[config.mk]
export PLATFORM = sky130hd
export DESIGN_NAME = frdt_queue
export DESIGN_NICKNAME = d
export VERILOG_FILES = /design/src/frdt_pkg.sv /design/src/frdt_queue.sv
export SDC_FILE = /design/constraint.sdc
export NUM_CORES = 1
export LEC_CHECK = 0
export ABC_AREA = 1
export ABC_CLOCK_PERIOD_IN_PS = 5400
export BUFFER_PORTS_ARGS = -buffer_cell sky130_fd_sc_hd__buf_2
export CAP_MARGIN = 20
export CELL_PAD_IN_SITES_DETAIL_PLACEMENT = 0
export CELL_PAD_IN_SITES_GLOBAL_PLACEMENT = 1
export CORE_MARGIN = 4
export CORE_UTILIZATION = 35
export CTS_BUF_LIST = sky130_fd_sc_hd__clkbuf_8
export DETAILED_ROUTE_END_ITERATION = 6
export PLACE_DENSITY_LB_ADDON = 0.1
export SYNTH_ARGS = -nofsm -noshare
export SYNTH_HDL_FRONTEND = slang
export SYNTH_SLANG_ARGS = --single-unit
[constraint.sdc]
create_clock -name aclk -period 5.4 [get_ports aclk]
set_input_delay 1.08 -clock aclk [delete_from_list [all_inputs] [get_ports aclk]]
set_output_delay 1.08 -clock aclk [all_outputs]
set_load 0.01 [all_outputs]
[src/frdt_pkg.sv]
// Shared types, constants and fixed-point helpers of the frame damage rectangle tracker.
// No dependencies; every other file of the block but frdt_ram imports this package.
package frdt_pkg;

    localparam int MAX_ENTITIES  = 64;
    localparam int FRACTION_BITS = 4;
    localparam int IDX_W         = $clog2(MAX_ENTITIES);
    localparam int CNT_W         = $clog2(MAX_ENTITIES + 1);
    localparam int RAM_DEPTH     = 2 * MAX_ENTITIES;
    localparam int RAM_AW        = IDX_W + 1;
    localparam int QUEUE_DEPTH   = 4;
    localparam int Q_PTR_W       = $clog2(QUEUE_DEPTH);
    localparam int COORD_W       = 14;
    localparam int IN_DATA_W     = 200;
    localparam int IN_USER_W     = 3;
    localparam int OUT_DATA_W    = 56;
    localparam int OUT_USER_W    = 2;
    localparam int CFG_IDX_W     = 2;

    localparam logic [COORD_W-1:0] WIDTH_RESET  = 14'd1920;
    localparam logic [COORD_W-1:0] HEIGHT_RESET = 14'd1080;

    localparam logic [CFG_IDX_W-1:0] REG_SURFACE_WIDTH  = 2'd0;
    localparam logic [CFG_IDX_W-1:0] REG_SURFACE_HEIGHT = 2'd1;

    typedef enum logic [1:0] {
        ACT_BEGIN = 2'd0,
        ACT_HINT  = 2'd1,
        ACT_CMD   = 2'd2,
        ACT_END   = 2'd3
    } action_t;

    typedef enum logic [2:0] {
        ST_IDLE,
        ST_HINT,
        ST_LOOK_RD,
        ST_LOOK_CMP,
        ST_CMD_FIN,
        ST_SW_RD,
        ST_SW_CMP,
        ST_END_FIN
    } state_t;

    typedef struct packed {
        logic signed [15:0] x0;
        logic signed [15:0] y0;
        logic signed [15:0] x1;
        logic signed [15:0] y1;
    } box_t;

    typedef struct packed {
        logic [31:0] key;
        box_t        box;
        logic [31:0] depth;
        logic [31:0] payload;
        logic [7:0]  kind;
        logic [15:0] opacity;
    } entry_t;

    typedef struct packed {
        action_t action;
        logic    repaint_all;
        entry_t  ent;
    } item_t;

    typedef struct packed {
        logic [COORD_W-1:0] min_x;
        logic [COORD_W-1:0] min_y;
        logic [COORD_W-1:0] max_x;
        logic [COORD_W-1:0] max_y;
        logic               valid;
        logic               last;
        logic               ovf;
    } result_t;

    typedef struct packed {
        logic [COORD_W-1:0] width;
        logic [COORD_W-1:0] height;
    } surface_t;

    function automatic logic signed [15:0] sat16(input logic signed [20:0] v);
        if (v > 21'sd32767) begin
            return 16'sh7FFF;
        end else if (v < -21'sd32768) begin
            return 16'sh8000;
        end
        return v[15:0];
    endfunction

    function automatic logic signed [15:0] fx_floor(input logic signed [19:0] v);
        logic signed [20:0] e;
        e = {v[19], v};
        return sat16(e >>> FRACTION_BITS);
    endfunction

    function automatic logic signed [15:0] fx_ceil(input logic signed [19:0] v);
        logic signed [20:0] e;
        e = {v[19], v} + $signed(21'((1 << FRACTION_BITS) - 1));
        return sat16(e >>> FRACTION_BITS);
    endfunction

    function automatic logic [COORD_W-1:0] clamp_edge(input logic signed [15:0] v,
                                                      input logic [COORD_W-1:0] hi);
        if (v < 16'sd0) begin
            return '0;
        end else if (v > $signed({2'b00, hi})) begin
            return hi;
        end
        return v[COORD_W-1:0];
    endfunction

    // Clamps a box to the surface; valid is set when the clamped box is not empty.
    function automatic result_t clamp_box(input box_t b, input surface_t s);
        result_t r;
        r.min_x = clamp_edge(b.x0, s.width);
        r.max_x = clamp_edge(b.x1, s.width);
        r.min_y = clamp_edge(b.y0, s.height);
        r.max_y = clamp_edge(b.y1, s.height);
        r.valid = (r.max_x > r.min_x) && (r.max_y > r.min_y);
        r.last  = 1'b0;
        r.ovf   = 1'b0;
        return r;
    endfunction

endpackage

[src/frdt_queue.sv]
// Short queue of converted items between the front end and the sequencer.
// Depends on frdt_pkg.
module frdt_queue (
    input  logic            aclk,
    input  logic            aresetn,
    input  logic            push,
    input  frdt_pkg::item_t push_item,
    output logic            full,
    input  logic            pop,
    output logic            not_empty,
    output frdt_pkg::item_t head
);
    import frdt_pkg::*;

    item_t              mem_reg [QUEUE_DEPTH];
    logic [Q_PTR_W-1:0] wr_ptr_reg, rd_ptr_reg;
    logic [Q_PTR_W:0]   level_reg;

    assign full      = (level_reg == (Q_PTR_W + 1)'(QUEUE_DEPTH));
    assign not_empty = (level_reg != '0);
    assign head      = mem_reg[rd_ptr_reg];

    always_ff @(posedge aclk) begin
        if (push) begin
            mem_reg[wr_ptr_reg] <= push_item;
        end
    end

    always_ff @(posedge aclk) begin
        if (!aresetn) begin
            wr_ptr_reg <= '0;
            rd_ptr_reg <= '0;
            level_reg  <= '0;
        end else begin
            if (push) begin
                wr_ptr_reg <= wr_ptr_reg + 1'b1;
            end
            if (pop) begin
                rd_ptr_reg <= rd_ptr_reg + 1'b1;
            end
            if (push && !pop) begin
                level_reg <= level_reg + 1'b1;
            end else if (pop && !push) begin
                level_reg <= level_reg - 1'b1;
            end
        end
    end

endmodule

### Word-level counts from Yosys, hierarchy flattened

Memory sizes are Yosys's and may differ from the RTL's. A register that Yosys moved wholly into a read port is not among the register bits.
Cells that the tools add are included.

| storage, ports and cells | value |
|---|---|
| flip-flop bits (word level) | 7 |
| output and inout port bits | 189 |
| bits in writable memories | 748 |
| bits of input ports | 191 |
| memories kept | 1 |

Memories:

| name | depth | width | read ports | clocked after memory_dff | write ports | line | source |
|---|---|---|---|---|---|---|---|
| mem_reg | 4 | 187 | 1 | 1 | 1 | frdt_queue.sv:15 | `item_t mem_reg [QUEUE_DEPTH];` |

| cells by class | value |
|---|---|
| eq/ne operators | 1 |
| muxes and demuxes | 6 |
| $add $sub $neg | 4 |
| reduce and logical (&&, ||, !) cells | 6 |

Operators by type and width:

| cell | count |
|---|---|
| 3-bit 2-to-1 mux | 2 |
| 2-bit by 1-bit adder with 2-bit output, second input constant | 2 |
| 2-bit 2-to-1 mux | 2 |
| 3-bit by 1-bit adder with 3-bit output, second input constant | 1 |
| 3-bit == test, second input constant | 1 |
| 3-bit nonzero test | 1 |
| 3-bit by 1-bit subtractor with 3-bit output, second input constant | 1 |
| 1-bit logical AND | 2 |
| 1-bit zero test | 2 |
| 1-bit 2-to-1 mux | 2 |
| 2-bit nonzero test | 1 |

### Logic depth before layout (Yosys ltp)

Gate-level depths: netlist of the first run.

| depth | value |
|---|---|
| word-level depth | 4 |
| mapped depth | 10 |

### Worst setup path before layout of the first run

OpenSTA, ideal clock, no wires.

| path | value |
|---|---|
| kind | in2reg |
| from | in push |
| to | mem mem_reg[2][0] in the netlist's numbering (enable) |
| buffers on the path | 0 |
| setup time | 0.539 ns |
| data required time | 4.861 ns |
| arrival | 4.705 ns |
| setup slack | 0.156 ns |
| stages | 2 |
| cell sequence | nand2_1 inv_1 |

| on the way | value |
|---|---|
| cells in the longest elaborated chain, start to end | 2 |

RTL lines:

| item | line | source |
|---|---|---|
| from (decl) | frdt_queue.sv:6 | `input logic push,` |
| 1-bit 2-to-1 mux | frdt_queue.sv:24 | `if (push) begin` |
| 1-bit 2-to-1 mux (implied by the code) | frdt_queue.sv:25 | `mem_reg[wr_ptr_reg] <= push_item;` |
| to (decl) | frdt_queue.sv:15 |  |

No other way between the ends.

==> impl_metrics.tcl, run 1 <==
set metrics [dict create \
    status "finished clean" \
    place_area_mm2 0.0309 \
    p_per_area_mw_per_mm2 381 \
    clkPwrFrac 0.372 \
    stdcell_count 3448 \
    ys_ff_latch 757 \
    netlist_instances 1867 \
    switching_share 0.251 \
    dp_hpwl_um 40200 \
    grt_max_degree 194 \
    syn_to_final_growth_pct 19.2 \
    grt_pass1_vias 16900 \
    worstPathMaxFanout 193 \
    num_vias 16900 \
    multi_input_area_mm2 0.00465 \
    cts_max_level 4 \
    synth.area.top_cells "edfxtp_1 (80%), nor2_1 (5.1%), o22ai_1 (4.2%)" \
    clock_latency_ns 0.75 \
    die_h_um 291 \
    synth_nets 2064 \
    synth_area_per_cell_um2 15.0 \
    initial_utilization 0.354 \
    fmax_ghz 0.220 \
    slew_violations 0 \
    min_period_ns 4.55 \
    wl_per_cell_um 21.1 \
    die_x_um 291 \
    design_area_mm2 0.0333 \
    yosysSeqAreaShare 0.809 \
    io_pins 380 \
    hold_path.class "flip-flop to flip-flop" \
    postCtsResizedCells 0 \
    syn_area_mm2 0.0280 \
    yosysUniqueCellTypes 21 \
    synth_top_area_frac 0.803 \
    portBuffers 379 \
    yosys.area.top_type "edfxtp_1" \
    regToRegSetupSlack_ns 3.18 \
    synth_warnings 0 \
    core.rowCount 103 \
    drt_drc_violations_left 0 \
    cts_made_buffers 134 \
    ant_nets 0 \
    setup_viol 0 \
    finalHoldViolCount 0 \
    grt_overflow 0 \
    dr.pass1.iters 4 \
    antenna_found_initial 24 \
    holdWs_ns 0.436 \
    grt_pass1_wl_um 108000 \
    pwr-share-comb 0.094 \
    design.die.area_mm2 0.0845 \
    seq_area_mm2 0.0226 \
    via_per_inst 4.91 \
    fin_tns_setup_ns 0 \
    max_slew_margin 0.265 \
    crit_required_ns 4.32 \
    largest_reg_flops 748 \
    clock_path_buffers 3 \
    period_share 0.843 \
    cts.reportedPaths.clkPinSlew_ns 0.05 \
    cp-end-kind "primary output" \
    grt_use_total 0.168 \
    power.total_w 0.0127 \
    p_sw_w 0.00319 \
    seqPwrFrac 0.534 \
    criticalPathCategory "flip-flop to primary output" \
    wirelength_um 72800 \
    nFillCells 7390 \
    post-cts-setup-buffer-count 0 \
    cts.sinks 757 \
    p_int_w 0.00952 \
    hold_buffers 0 \
    drive_above_1_share 0.239 \
    cp-start-kind "flip-flop" \
    rsz0062_at_grt "no" \
    finalClockSkew_ns 0.0324 \
    globalplace.congestion 0.723 \
    cts_tree "built" \
    fin_nets 2478 \
    critPathArrivalTime_ns 3.47 \
    core_area_mm2 0.0791 \
    p_leak_nw 11.6 \
    peakVddDrop_mv 0.242 \
    dp_cells 3195 \
    root_buffer "clkbuf_8" \
    drt_iter0_drc 831 \
    max_cap_violations 0 \
    tightest_slew_ns 1.10 \
]
==> layout make-up <==
| type | count | share of cell area |
|---|---|---|
| clock inverters | 102 | 0.0152 |
| multi-input cells | 970 | 0.140 |
| diodes | 14 | 0.00105 |
| flip-flops and latches | 757 | 0.680 |
| clock buffers | 137 | 0.0566 |
| repair buffers | 401 | 0.0652 |
| well taps | 1050 | 0.0394 |
| inverters | 17 | 0.00334 |
==> per-stage QoR <==
step	setup WS [ns]	utilization
after floorplan	0.156	-
after global placement	1.59	0.391
after detailed placement	1.53	0.391
after CTS	0.656	0.421
after global routing	0.487	0.421
final	0.850	0.421
==> synth_stat cells <==
library cell,n
buf_4,8
fa_1,1
buf_2,66
inv_4,1
nor2_1,380
inv_1,15
nand4_1,1
inv_2,1
nor3_1,1
o21ai_1,173
ha_1,5
edfxtp_1,748
dfxtp_1,9
nand2_1,10
buf_6,3
clkbuf_1,34
clkbuf_2,12
o21ai_0,207
nand3_1,1
o22ai_1,187
a21oi_1,4
==> path summary, 6_finish.rpt <==
path	from	depth (start not counted)	endpoint
min	rd_ptr_reg[1]$_SDFFE_PN0P_	1	flip-flop
max reg2reg	wr_ptr_reg[0]$_SDFFE_PN0P_	5	mem_reg[2][41]$_DFFE_PP_
max	flip-flop	5	head[183]
min reg2reg	rd_ptr_reg[1]$_SDFFE_PN0P_	1	flip-flop
==> metal layers <==
metal / wire length, um / part of all wire / vias to the layer above / global-route usage
met2: 35600 / 0.49 / 407 / 0.273
met4: 1900 / 0.026 / 12 / 0.0645
met1: 30500 / 0.42 / 8396 / 0.209
met3: 4790 / 0.066 / 146 / 0.0540
li1: - / - / 7965 / -
met5: 79 / 0.0011 / - / 0
==> power groups by stage <==
stage / logic [W] / registers, W / clock network [W]
floorplan: 0.000635 / 0.00693 / 0
global placement: 0.00121 / 0.00691 / 0
detailed placement: 0.00123 / 0.00691 / 0
finish: 0.00119 / 0.00679 / 0.00473
CTS: 0.00123 / 0.00679 / 0.00493
global route: 0.00132 / 0.00680 / 0.00520
==> critical path, stage by stage, from the launching register on <==
cell and delay, ns:
dfxtp_4 0.75, clkinv_8 0.78, buf_4 0.56, o21ai_0 0.22
o22ai_1 0.09, buf_2 0.15
==> cells in the final DEF, fill, tap and decap left out <==
cell	count
dfxtp_1	7
nor2_1	380
ha_1	5
clkinv_8	4
nand3_1	1
clkinvlp_4	3
inv_8	5
nor3_1	1
bufinv_16	1
buf_2	379
o21ai_0	207
nand2_1	10
o21ai_1	173
clkinv_2	10
edfxtp_1	748
o22ai_1	187
clkinv_1	31
dfxtp_4	2
inv_6	7
buf_12	9
buf_4	13
nand4_1	1
diode_2	14
inv_1	58
clkbuf_8	137
fa_1	1
a21oi_1	4
==> cells by family after synthesis <==
family,after synthesis,synth area share
AND/OR/NAND/NOR,393,0.0529
buffers and inverters,140,0.0242
AO/OA/AOI/OAI,571,0.111
flip-flops,757,0.809
adder cells (fa/ha/maj),6,0.00295
Power figures use the tool's default switching activity.
==> inputs of run 2 (changes only) <==
--- a/config.mk
+++ b/config.mk
@@ -6,7 +6,7 @@
 export NUM_CORES = 1
 export LEC_CHECK = 0
 export ABC_AREA = 1
-export ABC_CLOCK_PERIOD_IN_PS = 5400
+export ABC_CLOCK_PERIOD_IN_PS = 4300
 export BUFFER_PORTS_ARGS = -buffer_cell sky130_fd_sc_hd__buf_2
 export CAP_MARGIN = 20
 export CELL_PAD_IN_SITES_DETAIL_PLACEMENT = 0
==> constraint.sdc (replaced) <==
create_clock -name aclk -period 4.3 [get_ports aclk]
set_input_delay 0.86 -clock aclk [delete_from_list [all_inputs] [get_ports aclk]]
set_output_delay 0.86 -clock aclk [all_outputs]
set_load 0.01 [all_outputs]
==> run 2 against run 1 <==
Clock skew shrank 0.0092 ns. First-iteration DRC count is 15% higher. Worst hold slack worse by 0.12 ns. Global-route usage increased by 0.51 points. Highest routed layer unchanged. Critical endpoint is now head[128]. Design area is 0.94% higher.
==> impl_metrics.tcl, run 2 (synthesis results as in run 1) <==
set metrics [dict create \
    status "finished clean" \
    slew_violations 0 \
    rsz0062_at_grt "no" \
    design_area_mm2 0.0336 \
    grt_use_total 0.173 \
    cp-start-kind "flip-flop" \
    grt_pass1_vias 17200 \
    max_slew_margin 0.208 \
    final_util 0.425 \
    finalHoldViolCount 0 \
    initial_utilization 0.354 \
    fin_tns_setup_ns 0 \
    critPathArrivalTime_ns 2.84 \
    io_pins 380 \
    ant_nets 0 \
    critPathBufInv 3 \
    drt_iter0_drc 959 \
    core.rowCount 103 \
    tightest_slew_ns 1.19 \
    cp-end-kind "primary output" \
    finalClockSkew_ns 0.0232 \
    cts_made_buffers 133 \
    drt_drc_violations_left 0 \
    globalplace.congestion 0.723 \
    drive_above_1_share 0.247 \
    grt_max_degree 203 \
    cts_max_level 4 \
    nFillCells 7420 \
    die_h_um 291 \
    via_per_inst 4.92 \
    root_buffer "clkbuf_8" \
    hold_buffers 0 \
    worstPathMaxFanout 142 \
    path_cells "clkinv_8, buf_4, nor2_1, o22ai_1, buf_2" \
    grt_overflow 0 \
    place_area_mm2 0.0312 \
    cts.sinks 757 \
    grt_pass1_wl_um 111000 \
    p_per_area_mw_per_mm2 479 \
    portBuffers 379 \
    clock_latency_ns 0.75 \
    core_area_mm2 0.0791 \
    clock_path_buffers 3 \
    setup_viol 0 \
    wl_per_cell_um 21.5 \
    fmax_ghz 0.270 \
    post-cts-setup-buffer-count 0 \
    peakVddDrop_mv 0.262 \
    final_common_cell "edfxtp_1" \
    crit_required_ns 3.44 \
    fin_nets 2504 \
    cts.reportedPaths.clkPinSlew_ns 0.06 \
    min_period_ns 3.70 \
    cts_tree "built" \
    final_cell_mix "edfxtp_1 (748), nor2_1 (380), buf_2 (379)" \
    dp_hpwl_um 43000 \
    p_leak_nw 11.8 \
    design.die.area_mm2 0.0845 \
    antenna_found_initial 22 \
    postCtsResizedCells 0 \
    num_vias 17100 \
    cpPeakStageDelay_ns 0.42 \
    wirelength_um 74600 \
    criticalPathCategory "flip-flop to primary output" \
    critPathTopFamily "buffers and inverters" \
    hold_path.class "input pin to flip-flop" \
    largest_reg_flops 748 \
    syn_to_final_growth_pct 20.3 \
    holdWs_ns 0.313 \
    period_share 0.861 \
    max_cap_violations 0 \
    die_x_um 291 \
    dr.pass1.iters 5 \
    slowest_stage "buf_4" \
]
-- run 2: per-stage QoR --
step | std cells | total power, W | worst slack, ns
6_report | 3466 | 0.0161 | 0.599
5_1_grt | 3461 | 0.0169 | 0.472
4_1_cts | 3455 | 0.0164 | 0.555
3_5_place_dp | 3222 | 0.0103 | 1.43
3_3_place_gp | 3222 | 0.0102 | 1.44
2_1_floorplan | 1867 | 0.00948 | 0.187
-- run 2: worst paths after layout --
kind                              startpoint                        end  slack (ns)  cells after the start
setup reg to reg  wr_ptr_reg[1]$_SDFFE_PN0P_  mem_reg[1][140]$_DFFE_PP_        2.05                      5
setup / recovery                   flip-flop                  head[128]        0.60                      5
hold reg to reg    level_reg[0]$_SDFFE_PN0P_  level_reg[0]$_SDFFE_PN0P_        0.52                      2
hold / removal                push_item[148]  mem_reg[1][148]$_DFFE_PP_        0.31                      1
-- run 2: power by group --
| group | leakage (nW) | internal, W | switching, W | total [W] |
|---|---|---|---|---|
| clock | 1.41 | 0.00316 | 0.00289 | 0.00605 |
| sequential | 6.95 | 0.00844 | 0.0000683 | 0.00851 |
| combinational | 3.41 | 0.000492 | 0.00106 | 0.00155 |
-- run 2: area by class of cell --
class | count | area [um^2] | share of cell area
clock buffer | 134 | 1840 | 0.0548
tap | 1050 | 1310 | 0.0390
timing repair buffer | 428 | 2490 | 0.0740
inverter | 17 | 96.3 | 0.00286
clock inverter | 99 | 571 | 0.0170
antenna | 11 | 27.5 | 0.000818
sequential | 757 | 22600 | 0.673
multi-input combinational | 970 | 4650 | 0.138
-- run 2: per-layer routing --
layer / global-route usage / routed length (um) / up-vias
li1: - / - / 8021
met1: 0.210 / 30800 / 8494
met2: 0.292 / 37400 / 395
met3: 0.0532 / 4430 / 142
met4: 0.0602 / 1890 / 18
met5: 0 / 109 / -
