--- src/frdt_pkg.sv ---
// Shared types, constants and fixed-point helpers of the frame damage rectangle tracker.
// No dependencies; every other file of the block but frdt_ram imports this package.
package frdt_pkg;

    localparam int MAX_ENTITIES  = 64;
    localparam int FRACTION_BITS = 4;
    localparam int IDX_W         = $clog2(MAX_ENTITIES);
    localparam int CNT_W         = $clog2(MAX_ENTITIES + 1);
    localparam int RAM_DEPTH     = 2 * MAX_ENTITIES;
    localparam int RAM_AW        = IDX_W + 1;
    localparam int QUEUE_DEPTH   = 4;
    localparam int Q_PTR_W       = $clog2(QUEUE_DEPTH);
    localparam int COORD_W       = 14;
    localparam int IN_DATA_W     = 200;
    localparam int IN_USER_W     = 3;
    localparam int OUT_DATA_W    = 56;
    localparam int OUT_USER_W    = 2;
    localparam int CFG_IDX_W     = 2;

    localparam logic [COORD_W-1:0] WIDTH_RESET  = 14'd1920;
    localparam logic [COORD_W-1:0] HEIGHT_RESET = 14'd1080;

    localparam logic [CFG_IDX_W-1:0] REG_SURFACE_WIDTH  = 2'd0;
    localparam logic [CFG_IDX_W-1:0] REG_SURFACE_HEIGHT = 2'd1;

    typedef enum logic [1:0] {
        ACT_BEGIN = 2'd0,
        ACT_HINT  = 2'd1,
        ACT_CMD   = 2'd2,
        ACT_END   = 2'd3
    } action_t;

    typedef enum logic [2:0] {
        ST_IDLE,
        ST_HINT,
        ST_LOOK_RD,
        ST_LOOK_CMP,
        ST_CMD_FIN,
        ST_SW_RD,
        ST_SW_CMP,
        ST_END_FIN
    } state_t;

    typedef struct packed {
        logic signed [15:0] x0;
        logic signed [15:0] y0;
        logic signed [15:0] x1;
        logic signed [15:0] y1;
    } box_t;

    typedef struct packed {
        logic [31:0] key;
        box_t        box;
        logic [31:0] depth;
        logic [31:0] payload;
        logic [7:0]  kind;
        logic [15:0] opacity;
    } entry_t;

    typedef struct packed {
        action_t action;
        logic    repaint_all;
        entry_t  ent;
    } item_t;

    typedef struct packed {
        logic [COORD_W-1:0] min_x;
        logic [COORD_W-1:0] min_y;
        logic [COORD_W-1:0] max_x;
        logic [COORD_W-1:0] max_y;
        logic               valid;
        logic               last;
        logic               ovf;
    } result_t;

    typedef struct packed {
        logic [COORD_W-1:0] width;
        logic [COORD_W-1:0] height;
    } surface_t;

    function automatic logic signed [15:0] sat16(input logic signed [20:0] v);
        if (v > 21'sd32767) begin
            return 16'sh7FFF;
        end else if (v < -21'sd32768) begin
            return 16'sh8000;
        end
        return v[15:0];
    endfunction

    function automatic logic signed [15:0] fx_floor(input logic signed [19:0] v);
        logic signed [20:0] e;
        e = {v[19], v};
        return sat16(e >>> FRACTION_BITS);
    endfunction

    function automatic logic signed [15:0] fx_ceil(input logic signed [19:0] v);
        logic signed [20:0] e;
        e = {v[19], v} + $signed(21'((1 << FRACTION_BITS) - 1));
        return sat16(e >>> FRACTION_BITS);
    endfunction

    function automatic logic [COORD_W-1:0] clamp_edge(input logic signed [15:0] v,
                                                      input logic [COORD_W-1:0] hi);
        if (v < 16'sd0) begin
            return '0;
        end else if (v > $signed({2'b00, hi})) begin
            return hi;
        end
        return v[COORD_W-1:0];
    endfunction

    // Clamps a box to the surface; valid is set when the clamped box is not empty.
    function automatic result_t clamp_box(input box_t b, input surface_t s);
        result_t r;
        r.min_x = clamp_edge(b.x0, s.width);
        r.max_x = clamp_edge(b.x1, s.width);
        r.min_y = clamp_edge(b.y0, s.height);
        r.max_y = clamp_edge(b.y1, s.height);
        r.valid = (r.max_x > r.min_x) && (r.max_y > r.min_y);
        r.last  = 1'b0;
        r.ovf   = 1'b0;
        return r;
    endfunction

endpackage

--- src/frdt_front.sv ---
// Front end: unpacks an input word and converts its rectangle to ordered integer edges.
// Depends on frdt_pkg.
module frdt_front (
    input  logic [frdt_pkg::IN_DATA_W-1:0] in_data,
    input  logic [frdt_pkg::IN_USER_W-1:0] in_user,
    output frdt_pkg::item_t                item
);
    import frdt_pkg::*;

    logic signed [19:0] ax, ay, bx, by;

    assign ax = in_data[51:32];
    assign ay = in_data[71:52];
    assign bx = in_data[91:72];
    assign by = in_data[111:92];

    always_comb begin
        item.action       = action_t'(in_user[1:0]);
        item.repaint_all  = in_user[2];
        item.ent.key      = in_data[31:0];
        // Each axis is ordered first, then the low edge floors and the high edge ceils.
        item.ent.box.x0   = fx_floor((ax < bx) ? ax : bx);
        item.ent.box.x1   = fx_ceil((ax > bx) ? ax : bx);
        item.ent.box.y0   = fx_floor((ay < by) ? ay : by);
        item.ent.box.y1   = fx_ceil((ay > by) ? ay : by);
        item.ent.depth    = in_data[143:112];
        item.ent.kind     = in_data[151:144];
        item.ent.payload  = in_data[183:152];
        item.ent.opacity  = in_data[199:184];
    end

endmodule

--- config.mk ---
export PLATFORM = sky130hd
export DESIGN_NAME = frdt_front
export DESIGN_NICKNAME = d
export VERILOG_FILES = /design/src/frdt_pkg.sv /design/src/frdt_front.sv
export SDC_FILE = /design/constraint.sdc
export NUM_CORES = 1
export LEC_CHECK = 0
export CAP_MARGIN = 20
export CORE_AREA = 2 2 151 153
export DETAILED_ROUTE_END_ITERATION = 6
export DIE_AREA = 0 0 153 155
export DONT_BUFFER_PORTS = 1
export PLACE_DENSITY = 0.3
export SLEW_MARGIN = 20
export SYNTH_ARGS = -nofsm -noshare
export SYNTH_HDL_FRONTEND = slang
export SYNTH_SLANG_ARGS = --single-unit
export TNS_END_PERCENT = 10
--- constraint.sdc ---
create_clock -name vclk -period 3.4
set_clock_uncertainty 0.1 [all_clocks]
set_input_delay 0.34 -clock vclk [all_inputs]
set_output_delay 0.34 -clock vclk [all_outputs]
set_load 0.1 [all_outputs]
-- Word-level counts from Yosys, hierarchy flattened
Cells that the tools add are included.
- order comparisons: 12
- multiplexer cells: 24
- add/sub/neg operators: 2
- operators with widths (kind ; count):
    $mux W16 ; 12
    $mux W20 ; 4
    $add A20 B5 Y21 const B ; 2
    $gt A20 B20 Y1 ; 2
    $lt A20 B20 Y1 ; 2
    $gt A17 B16 Y1 const B ; 2
    $lt A17 B16 Y1 const B ; 2
    $gt A16 B16 Y1 const B ; 2
    $lt A16 B16 Y1 const B ; 2
    $mux W1 ; 8
- output and inout port bits: 187
- word-level logic and storage cells: 38
- register bits after elaboration: 0

-- Longest topological paths before layout
Gate-level depths: netlist of the first run.
- word-level depth: 7
- gate-level depth with buffers: 12
- depth with buffers taken out: 10

-- Worst setup path after synthesis of the first run
OpenSTA, ideal clock, no wires.
- path type: input to output
- start: input in_data[85] in the netlist's numbering
- end: output item[115] in the netlist's numbering
- slack: -1558 ps
- path buffers: 2
- stages on the path: 11
- data required time: 2960 ps
- data arrival time: 4518 ps
- cell sequence: inv_1 -> ha_1 -> a21o_1 -> a21o_1 -> a221o_1 -> a211oi_2 -> mux2i_1 -> o21bai_1 -> buf_6 -> buf_2 -> o31ai_1
- RTL lines (what ; RTL line ; text):
    start: declaration ; frdt_front.sv:4 ; input logic [frdt_pkg::IN_DATA_W-1:0] in_data,
    end: declaration ; frdt_front.sv:6 ; output frdt_pkg::item_t item

==> summary.txt, run 1 <==
Cells and area
  • N_diodes: 0
  • Leading cell type in the layout, fill and taps excluded: nand2_1
  • Reg area: 0 sq um
  • Multi-input logic area: 0.00284 sq mm
  • Fin nets: 760
  • Seq_cells: 0
  • Most frequent cells in the layout: nand2_1, buf_12, inv_1
  • Final-layout clock buffer total: 0
  • Syn-to-layout area delta: 26.8%
  • Layout fillers: 2497
  • Share of layout cells above drive strength 1: 30.1%

STA
  • Tmin final: 3.33 ns
  • RSZ-0062 raised after global routing: yes
  • Tcrit/Tclk final: 97.9%
  • F_max: 0.300 GHz
  • Worst-Margin Slew: 0.588 ns
  • Hold WS: 0.580 ns
  • Final Hold Fails: 0
  • Slew Limit Fails: 0
  • Final setup fails: 0
  • Relative slew slack: 60.5%
  • Min setup slack post-route: 0.0708 ns

Global routing
  • First-pass GRT wire length: 19100 um
  • Gr usage total: 9.60%
  • Largest net degree at the start of global routing: 33
  • Antenna violations before repair: 0
  • Vias in the first global route: 3619
  • GRT overflow: 0

Power
  • Leakage: 2.15 nW
  • VDD IR-drop max: 199 uV
  • Pwr per Cell Area: 423 mW/mm^2

Synth
  • Synthesized instance count: 560
  • Sequential area share after synthesis: 0%
  • Mean Syn Cell Area: 6.70 sq um
  • Syn. warnings: 0
  • Syn nets: 803
  • Mapped Area: 0.00375 sq mm
  • Number of library cell types mapped by synthesis: 51

Status
  • Status: complete, no violations

Critical path
  • Critical path class: in -> out
  • CP Launch Type: primary input
  • CP Max Fanout: 10
  • CP required: 2.96 ns
  • Worst setup EP type: primary output
  • Arrival time at the worst endpoint: 2.89 ns

Placed design
  • Post-DP HPWL: 10700 um
  • Port Buffers: 0
  • GP Congestion: 0.758
  • Pre-CTS setup slack: -0.0262 ns

Run
  • Max-cap violations: 0

Detailed routing
  • Metal1 wirelength: 4500 um
  • Post-DRT Antenna Nets: 0
  • Pre-antenna DRT Iters: 4
  • DRT Wirelength: 12200 um
  • Detail Route met2 WL: 5890 um
  • Top routing layer used: met4
  • Drt first-iter violations: 74
  • Residual DRC: 0
  • DR vias/cell: 4.42
  • Met3 routed WL: 1510 um
  • Routed via count: 3537
  • Mean routed wirelength per cell: 15.3 um

Floorplan
  • Core area: 0.0222 sq mm
  • Initial core utilization: 16.9%
  • Die area: 0.0237 sq mm
  • Overall die width: 153 um
  • Die Y: 155 um
  • Top Ports: 390
  • Cell Rows: 55

Hold path
  • Tightest Hold Check Type: in -> out

Clock tree
  • CTS Hold Bufs: 0
==> cell families after synthesis <==
| group | share of synthesized area (%) |
|---|---|
| multiplexers | 6.30 |
| XOR/XNOR | 7.94 |
| buffers and inverters | 31.2 |
| AO/OA/AOI/OAI | 17.5 |
| AND/OR/NAND/NOR | 23.7 |
| adder cells (fa/ha/maj) | 13.3 |
==> final cells by class <==
type	count	area share (%)
Inverter	44	3.52
Multi-Input combinational cell	379	59.6
Tap cell	285	7.50
Timing Repair Buffer	92	29.4
==> metal layers <==
layer / track usage (%) / vias up
li1: - / 1709
met1: 10.0 / 1614
met2: 17.5 / 170
met3: 4.43 / 44
met4: 2.51 / 0
met5: 0 / -
==> worst paths after layout <==
kind | from | endpoint | cells after the start
setup / recovery | in_data[83] | item[110] | 11
hold / removal | in_user[0] | item[185] | 0
==> Yosys cell counts, types with 2 or more instances <==
library cell	count	area (sq um)
a21o_1	14	105
a21oi_1	22	110
a31oi_1	5	31.3
and2_1	5	31.3
and3_1	4	25.0
and4_1	8	70.1
buf_2	3	15.0
buf_4	124	931
buf_6	3	33.8
clkbuf_1	7	26.3
ha_1	40	500
inv_1	44	165
mux2_2	3	33.8
mux2i_1	18	180
nand2_1	79	297
nand2b_1	2	12.5
nand3_1	23	115
nand4_1	10	62.6
nand4b_1	2	17.5
nor2_1	24	90.1
nor3_1	2	10.0
nor3_2	3	30.0
o211ai_1	8	60.1
o21a_1	2	15.0
o21ai_0	39	195
o21ai_1	5	25.0
o31ai_1	2	15.0
or3_1	3	18.8
or4_1	2	15.0
xnor2_1	26	228
xor2_1	8	70.1
==> what timing repair did <==
item	in CTS	in global routing
pin swaps	0	1
setup endpoints to repair	5	15
resized for setup	4	6
buffers inserted	0	1
==> power by group <==
part / total [mW] / switching, mW / internal, mW
registers: 0 / 0 / 0
clock network: 0 / 0 / 0
logic: 2.01 / 1.34 / 0.670
total: 2.01 / 1.34 / 0.670
==> metrics by stage <==
stage | std cells | total power [mW] | cell area, sq um | TNS [ns] | utilization, %
finish | 800 | 2.01 | 4760 | 0 | 21.4
global route | 800 | 2.10 | 4760 | -0.00125 | 21.4
CTS | 799 | 2.03 | 4730 | 0 | 21.3
detailed placement | 799 | 2.02 | 4710 | -0.0553 | 21.2
global placement | 799 | 2.02 | 4710 | 0 | 21.2
floorplan | 560 | 1.99 | 3830 | -11.96 | -
==> worst max-delay path: stages <==
cell	delay (ns)
inv_1	0.04
ha_1	0.31
a21oi_1	0.14
o21ai_0	0.12
a221o_1	0.37
a211oi_4	0.28
mux2i_4	0.28
o21bai_4	0.16
mux2_4	0.40
o211ai_1	0.18
clkbuf_16	0.27
Note: power is estimated with default switching activity, not from simulation.
==> run 2: changes to the inputs <==
CORE_AREA = 2 2 150 152   (was 2 2 151 153)
DIE_AREA = 0 0 152 154   (was 0 0 153 155)
SKIP_LAST_GASP = 1   (was default)
clock period = 2.86 ns   (was 3.4 ns; I/O delays follow)
==> run 2 against run 1 <==
The flow now finishes with violations (setup timing). Global-route usage grew 0.46 points. Sequential cell count unchanged. Worst hold slack worse by 0.11 ns. Critical path depth down 1. Worst setup slack got worse by 0.28 ns. Via count rose by 2.3%. Non-clock buffer count grew 37. Cell count grew 4.1%. Wire length increased by 2.5%.
==> summary.txt, run 2 (synthesis results as in run 1) <==
Status
  • Status: finished, violations left (was complete, no violations)
  • Failing checks: setup timing

Hold path
  • Worst hold path startpoint: in_data[4] (was in_user[0])
  • Hold Path Stages: 0 (unchanged)
  • Tightest Hold Check Type: in -> out (unchanged)
  • Endpoint, Worst Hold: item[156] (was item[185])

STA
  • Tmin final: 3.07 ns
  • Min setup slack post-route: -0.211 ns (was 0.0708 ns)
  • Slew Limit Fails: 0 (unchanged)
  • Final setup fails: 46 (was 0)
  • Final Hold Fails: 0 (unchanged)
  • Tcrit/Tclk final: 107%
  • RSZ-0062 raised after global routing: yes (unchanged)
  • Relative slew slack: 70.5% (was 60.5%)
  • F_max: 0.326 GHz
  • Hold WS: 0.472 ns (was 0.580 ns)
  • Worst-Margin Slew: 0.439 ns (was 0.588 ns)

Detailed routing
  • DR vias/cell: 4.34 (was 4.42)
  • DRT Wirelength: 12500 um (was 12200 um)
  • Pre-antenna DRT Iters: 4 (unchanged)
  • Mean routed wirelength per cell: 15.0 um (was 15.3 um)
  • Post-DRT Antenna Nets: 0 (unchanged)
  • Routed via count: 3617 (was 3537)
  • Drt first-iter violations: 79 (was 74)
  • Residual DRC: 0 (unchanged)

Cells and area
  • Fin nets: 798 (was 760)
  • Layout fillers: 2387 (was 2497)
  • N_diodes: 0 (unchanged)
  • Seq_cells: 0 (unchanged)
  • Share of layout cells above drive strength 1: 38.9% (was 30.1%)
  • Final-layout clock buffer total: 0 (unchanged)
  • Multi-input logic area: 0.00299 sq mm (was 0.00284 sq mm)
  • Reg area: 0 sq um (unchanged)
  • Syn-to-layout area delta: 39.0% (was 26.8%)
  • Most frequent cells in the layout: nand2_1, buf_4, buf_12 (was nand2_1, buf_12, inv_1)
  • Leading cell type in the layout, fill and taps excluded: nand2_1 (unchanged)

Global routing
  • First-pass GRT wire length: 20100 um (was 19100 um)
  • Vias in the first global route: 3784 (was 3619)
  • Largest net degree at the start of global routing: 33 (unchanged)
  • GRT overflow: 0 (unchanged)
  • Gr usage total: 10.1% (was 9.60%)
  • Antenna violations before repair: 0 (unchanged)

Critical path
  • Arrival time at the worst endpoint: 2.68 ns (was 2.89 ns)
  • CP Launch Type: primary input (unchanged)
  • CP startpoint: in_data[45] (was in_data[83])
  • CP required: 2.47 ns (was 2.96 ns)
  • Worst setup EP type: primary output (unchanged)
  • Critical path class: in -> out (unchanged)
  • CP Max Fanout: 5 (was 10)

Power
  • VDD IR-drop max: 244 uV (was 199 uV)
  • Pwr per Cell Area: 475 mW/mm^2 (was 423 mW/mm^2)
  • Power, Total: 2.48 mW (was 2.01 mW)
  • Leakage: 2.35 nW (was 2.15 nW)

Placed design
  • GP Congestion: 0.798 (was 0.758)
  • Post-DP HPWL: 10700 um (about the same)
  • Port Buffers: 0 (unchanged)

Floorplan
  • Initial core utilization: 17.3% (was 16.9%)
  • Die area: 0.0234 sq mm (was 0.0237 sq mm)
  • Overall die width: 152 um (was 153 um)
  • Die Y: 154 um (was 155 um)
  • Core area: 0.0217 sq mm (was 0.0222 sq mm)
  • Top Ports: 390 (unchanged)
  • Cell Rows: 54 (was 55)

Clock tree
  • CTS Hold Bufs: 0 (unchanged)

Run
  • Max-cap violations: 0 (unchanged)
-- run 2: cell count changes in the layout (fill, tap and decap cells not counted), moves of 3 or more --
cell and delta:
inv_1 -6, a21oi_2 +4, o21ai_0 -3, o21ai_4 +3
buf_4 +39, buf_6 -3, inv_2 +5, ha_1 -7
ha_4 +6, a21oi_1 -5
-- run 2: through the flow --
stage	setup WS, ns	setup TNS, ns	cells	cell area [sq um]	util [%]
finish	-0.211	-5.26	833	5210	24.0
floorplan	-0.903	-33.58	560	3920	-
CTS	-0.327	-9.93	830	5090	23.5
global placement	-0.382	-9.38	829	5060	23.3
global route	-0.316	-10.97	833	5210	24.0
detailed placement	-0.429	-10.30	829	5060	23.3
-- run 2: critical path, stage by stage --
cell and delay (ns):
ha_4 0.22, a21o_1 0.15, a21o_1 0.15, a221o_1 0.36, a211oi_4 0.27, mux2i_4 0.28
o21bai_4 0.18, mux2_4 0.38, o211ai_1 0.19, buf_16 0.22
-- run 2: layout make-up --
cell class,instances,area share (%)
timing repair buffer,129,32.4
tap,280,6.72
inverter,44,3.50
multi-input combinational,380,57.4
-- run 2: routing by layer --
| metal | up-vias | track usage [%] | routed length (um) |
|---|---|---|---|
| met1 | 1641 | 11.8 | 5080 |
| met5 | - | 0 | 0 |
| met4 | 0 | 1.25 | 156 |
| met2 | 157 | 17.1 | 5720 |
| met3 | 24 | 4.88 | 1580 |
| li1 | 1795 | - | - |
-- run 2: report_power, final --
part / internal (mW) / switching, mW / leakage [nW] / total [mW]
Sequential: 0 / 0 / 0 / 0
Clock: 0 / 0 / 0 / 0
Combinational: 0.852 / 1.62 / 2.35 / 2.48
Total: 0.852 / 1.62 / 2.35 / 2.48
-- run 2: repair_timing --
action	4_1_cts	5_1_grt
gates resized for setup	4	18
gates cloned	1	1
pin swaps	3	12
buffers inserted	0	2
endpoints found under the setup margin	49	63
endpoints found under the hold margin	0	0
-- run 2: worst max path at each step --
stage / slack [ns] / to
finish: -0.21 / item[110]
global route: -0.32 / item[112]
CTS: -0.33 / item[112]
detailed placement: -0.43 / item[112]
global placement: -0.38 / item[112]
floorplan: -0.90 / item[109]
==> run 3: changes to the inputs <==
SETUP_SLACK_MARGIN = 0.02   (was default)
==> run 3 against run 2 <==
The flow still finishes with violations (setup timing). Sequential share of layout area is the same. Worst hold slack is essentially flat. Count of clock-buffer cells in the layout is the same.
==> summary.txt, run 3 (synthesis results as in run 1) <==
Cells and area
  • Reg area: 0 sq um (unchanged)
  • Fin nets: 796 (was 798)
  • Syn-to-layout area delta: 38.3% (was 39.0%)
  • Post-Layout Cell Count: 831 (was 833)
  • Most frequent cells in the layout: nand2_1, buf_4, buf_12 (unchanged)
  • N_diodes: 0 (unchanged)
  • Layout fillers: 2375 (was 2387)
  • Layout Cell Area excl Fill: 0.00519 sq mm (was 0.00521 sq mm)
  • Share of layout cells above drive strength 1: 38.1% (was 38.9%)
  • Seq_cells: 0 (unchanged)
  • Leading cell type in the layout, fill and taps excluded: nand2_1 (unchanged)
  • Final-layout clock buffer total: 0 (unchanged)

Critical path
  • CP Launch Type: primary input (unchanged)
  • CP Max Fanout: 12 (was 5)
  • Arrival time at the worst endpoint: 2.66 ns (was 2.68 ns)
  • CP startpoint: in_data[45] (unchanged)
  • Setup crit end: item[111] (was item[110])
  • CP required: 2.47 ns (about the same)
  • Worst setup EP type: primary output (unchanged)
  • Critical path class: in -> out (unchanged)

STA
  • Worst-Margin Slew: 0.455 ns (was 0.439 ns)
  • Setup TNS: -5.26 ns (about the same)
  • Final Hold Fails: 0 (unchanged)
  • Slew Limit Fails: 0 (unchanged)
  • Min setup slack post-route: -0.189 ns (was -0.211 ns)
  • Tmin final: 3.05 ns (was 3.07 ns)
  • Final setup fails: 50 (was 46)
  • Tcrit/Tclk final: 107% (about the same)
  • F_max: 0.328 GHz (was 0.326 GHz)
  • Relative slew slack: 69.4% (was 70.5%)
  • RSZ-0062 raised after global routing: yes (unchanged)

Floorplan
  • Core area: 0.0217 sq mm (unchanged)
  • Die Y: 154 um (unchanged)
  • Cell Rows: 54 (unchanged)
  • Die area: 0.0234 sq mm (unchanged)
  • Overall die width: 152 um (unchanged)
  • Top Ports: 390 (unchanged)
  • Initial core utilization: 17.3% (unchanged)

Power
  • Clock Power Share: 0% (about the same)
  • Int Power: 0.867 mW (was 0.852 mW)
  • VDD IR-drop max: 241 uV (was 244 uV)
  • Sw frac: 65.2% (was 65.6%)
  • Leakage: 2.34 nW (was 2.35 nW)
  • Flop pwr share: 0% (about the same)
  • Pwr per Cell Area: 480 mW/mm^2 (was 475 mW/mm^2)
  • Combinational power share: 100.0% (about the same)
  • Switching power total: 1.62 mW (about the same)

Placed design
  • Placed cells: 825 (was 829)
  • Post-DP HPWL: 10700 um (about the same)
  • GP Congestion: 0.782 (was 0.798)
  • Port Buffers: 0 (unchanged)
  • Cell Area, Placed: 0.00504 sq mm (was 0.00506 sq mm)

Detailed routing
  • Mean routed wirelength per cell: 14.9 um (was 15.0 um)
  • DR vias/cell: 4.38 (was 4.34)
  • Pre-antenna DRT Iters: 4 (unchanged)
  • Drt first-iter violations: 65 (was 79)
  • Routed via count: 3640 (was 3617)
  • DRT Wirelength: 12300 um (was 12500 um)
  • Post-DRT Antenna Nets: 0 (unchanged)
  • Residual DRC: 0 (unchanged)

Status
  • Status: finished, violations left (unchanged)
  • Failing checks: setup timing (unchanged)

Global routing
  • First-pass GRT wire length: 20100 um (about the same)
  • GRT overflow: 0 (unchanged)
  • Largest net degree at the start of global routing: 33 (unchanged)
  • Antenna violations before repair: 0 (unchanged)
  • Vias in the first global route: 3798 (was 3784)
  • Gr usage total: 10.0% (was 10.1%)

Clock tree
  • CTS Hold Bufs: 0 (unchanged)

Hold path
  • Tightest Hold Check Type: in -> out (unchanged)

Run
  • Max-cap violations: 0 (unchanged)
-- run 3: cell types whose count changed in the layout (fill, tap and decap cells not counted), moves of 3 or more --
| cell | previous run | this run |
|---|---|---|
| a21oi_1 | 16 | 19 |
| buf_4 | 73 | 67 |
| buf_6 | 1 | 4 |
| o21ai_1 | 1 | 4 |
-- run 3: area by class of cell --
class	instances	area, sq um	area share [%]
tap	280	350	6.75
timing repair buffer	127	1690	32.6
multi-input combinational	380	2960	57.0
inverter	44	185	3.57
-- run 3: worst min-delay path by stage --
| stage | from | to | slack (ns) | cells after the start |
|---|---|---|---|---|
| final | in_data[2] | item[154] | 0.47 | 0 |
| after global routing | in_data[30] | item[182] | 0.47 | 0 |
| after CTS | in_data[197] | item[13] | 0.47 | 0 |
| after detailed placement | in_data[197] | item[13] | 0.47 | 0 |
| after global placement | in_data[197] | item[13] | 0.47 | 0 |
| after floorplan | in_data[184] | item[0] | 0.68 | 1 |
-- run 3: per-layer routing --
metal / wire length [um] / GRT usage, %
met5: 0 / 0
met4: 240 / 2.18
met3: 1310 / 4.14
met2: 5760 / 17.2
met1: 5040 / 11.8
-- run 3: timing repair --
item                                    in CTS  in global routing
endpoints found under the setup margin      56                 63
resized for setup                            6                 18
pin swaps                                    3                  8
cloned                                       1                  0
buffers inserted                             2                  3
-- run 3: critical path, cell delays in order --
cell and delay, ns:
ha_4 0.22, a21o_1 0.15, a21o_1 0.15, a221o_1 0.33, a211oi_2 0.29, mux2i_4 0.28
o21bai_4 0.17, buf_6 0.16, buf_12 0.13, mux2i_1 0.20, nand2_1 0.11, buf_12 0.18
-- run 3: metrics by stage --
stage / util, % / worst slack (ns) / hold slack, ns / total power, mW
floorplan: - / -0.903 / 0.684 / 2.39
global placement: 23.3 / -0.380 / 0.473 / 2.46
detailed placement: 23.3 / -0.384 / 0.473 / 2.46
CTS: 23.5 / -0.259 / 0.473 / 2.48
global route: 23.9 / -0.295 / 0.472 / 2.59
finish: 23.9 / -0.189 / 0.472 / 2.49
-- run 3: power by group through the flow --
stage	registers (mW)	clock network, mW	logic (mW)
finish	0	0	2.49
global route	0	0	2.59
CTS	0	0	2.48
detailed placement	0	0	2.46
global placement	0	0	2.46
floorplan	0	0	2.39
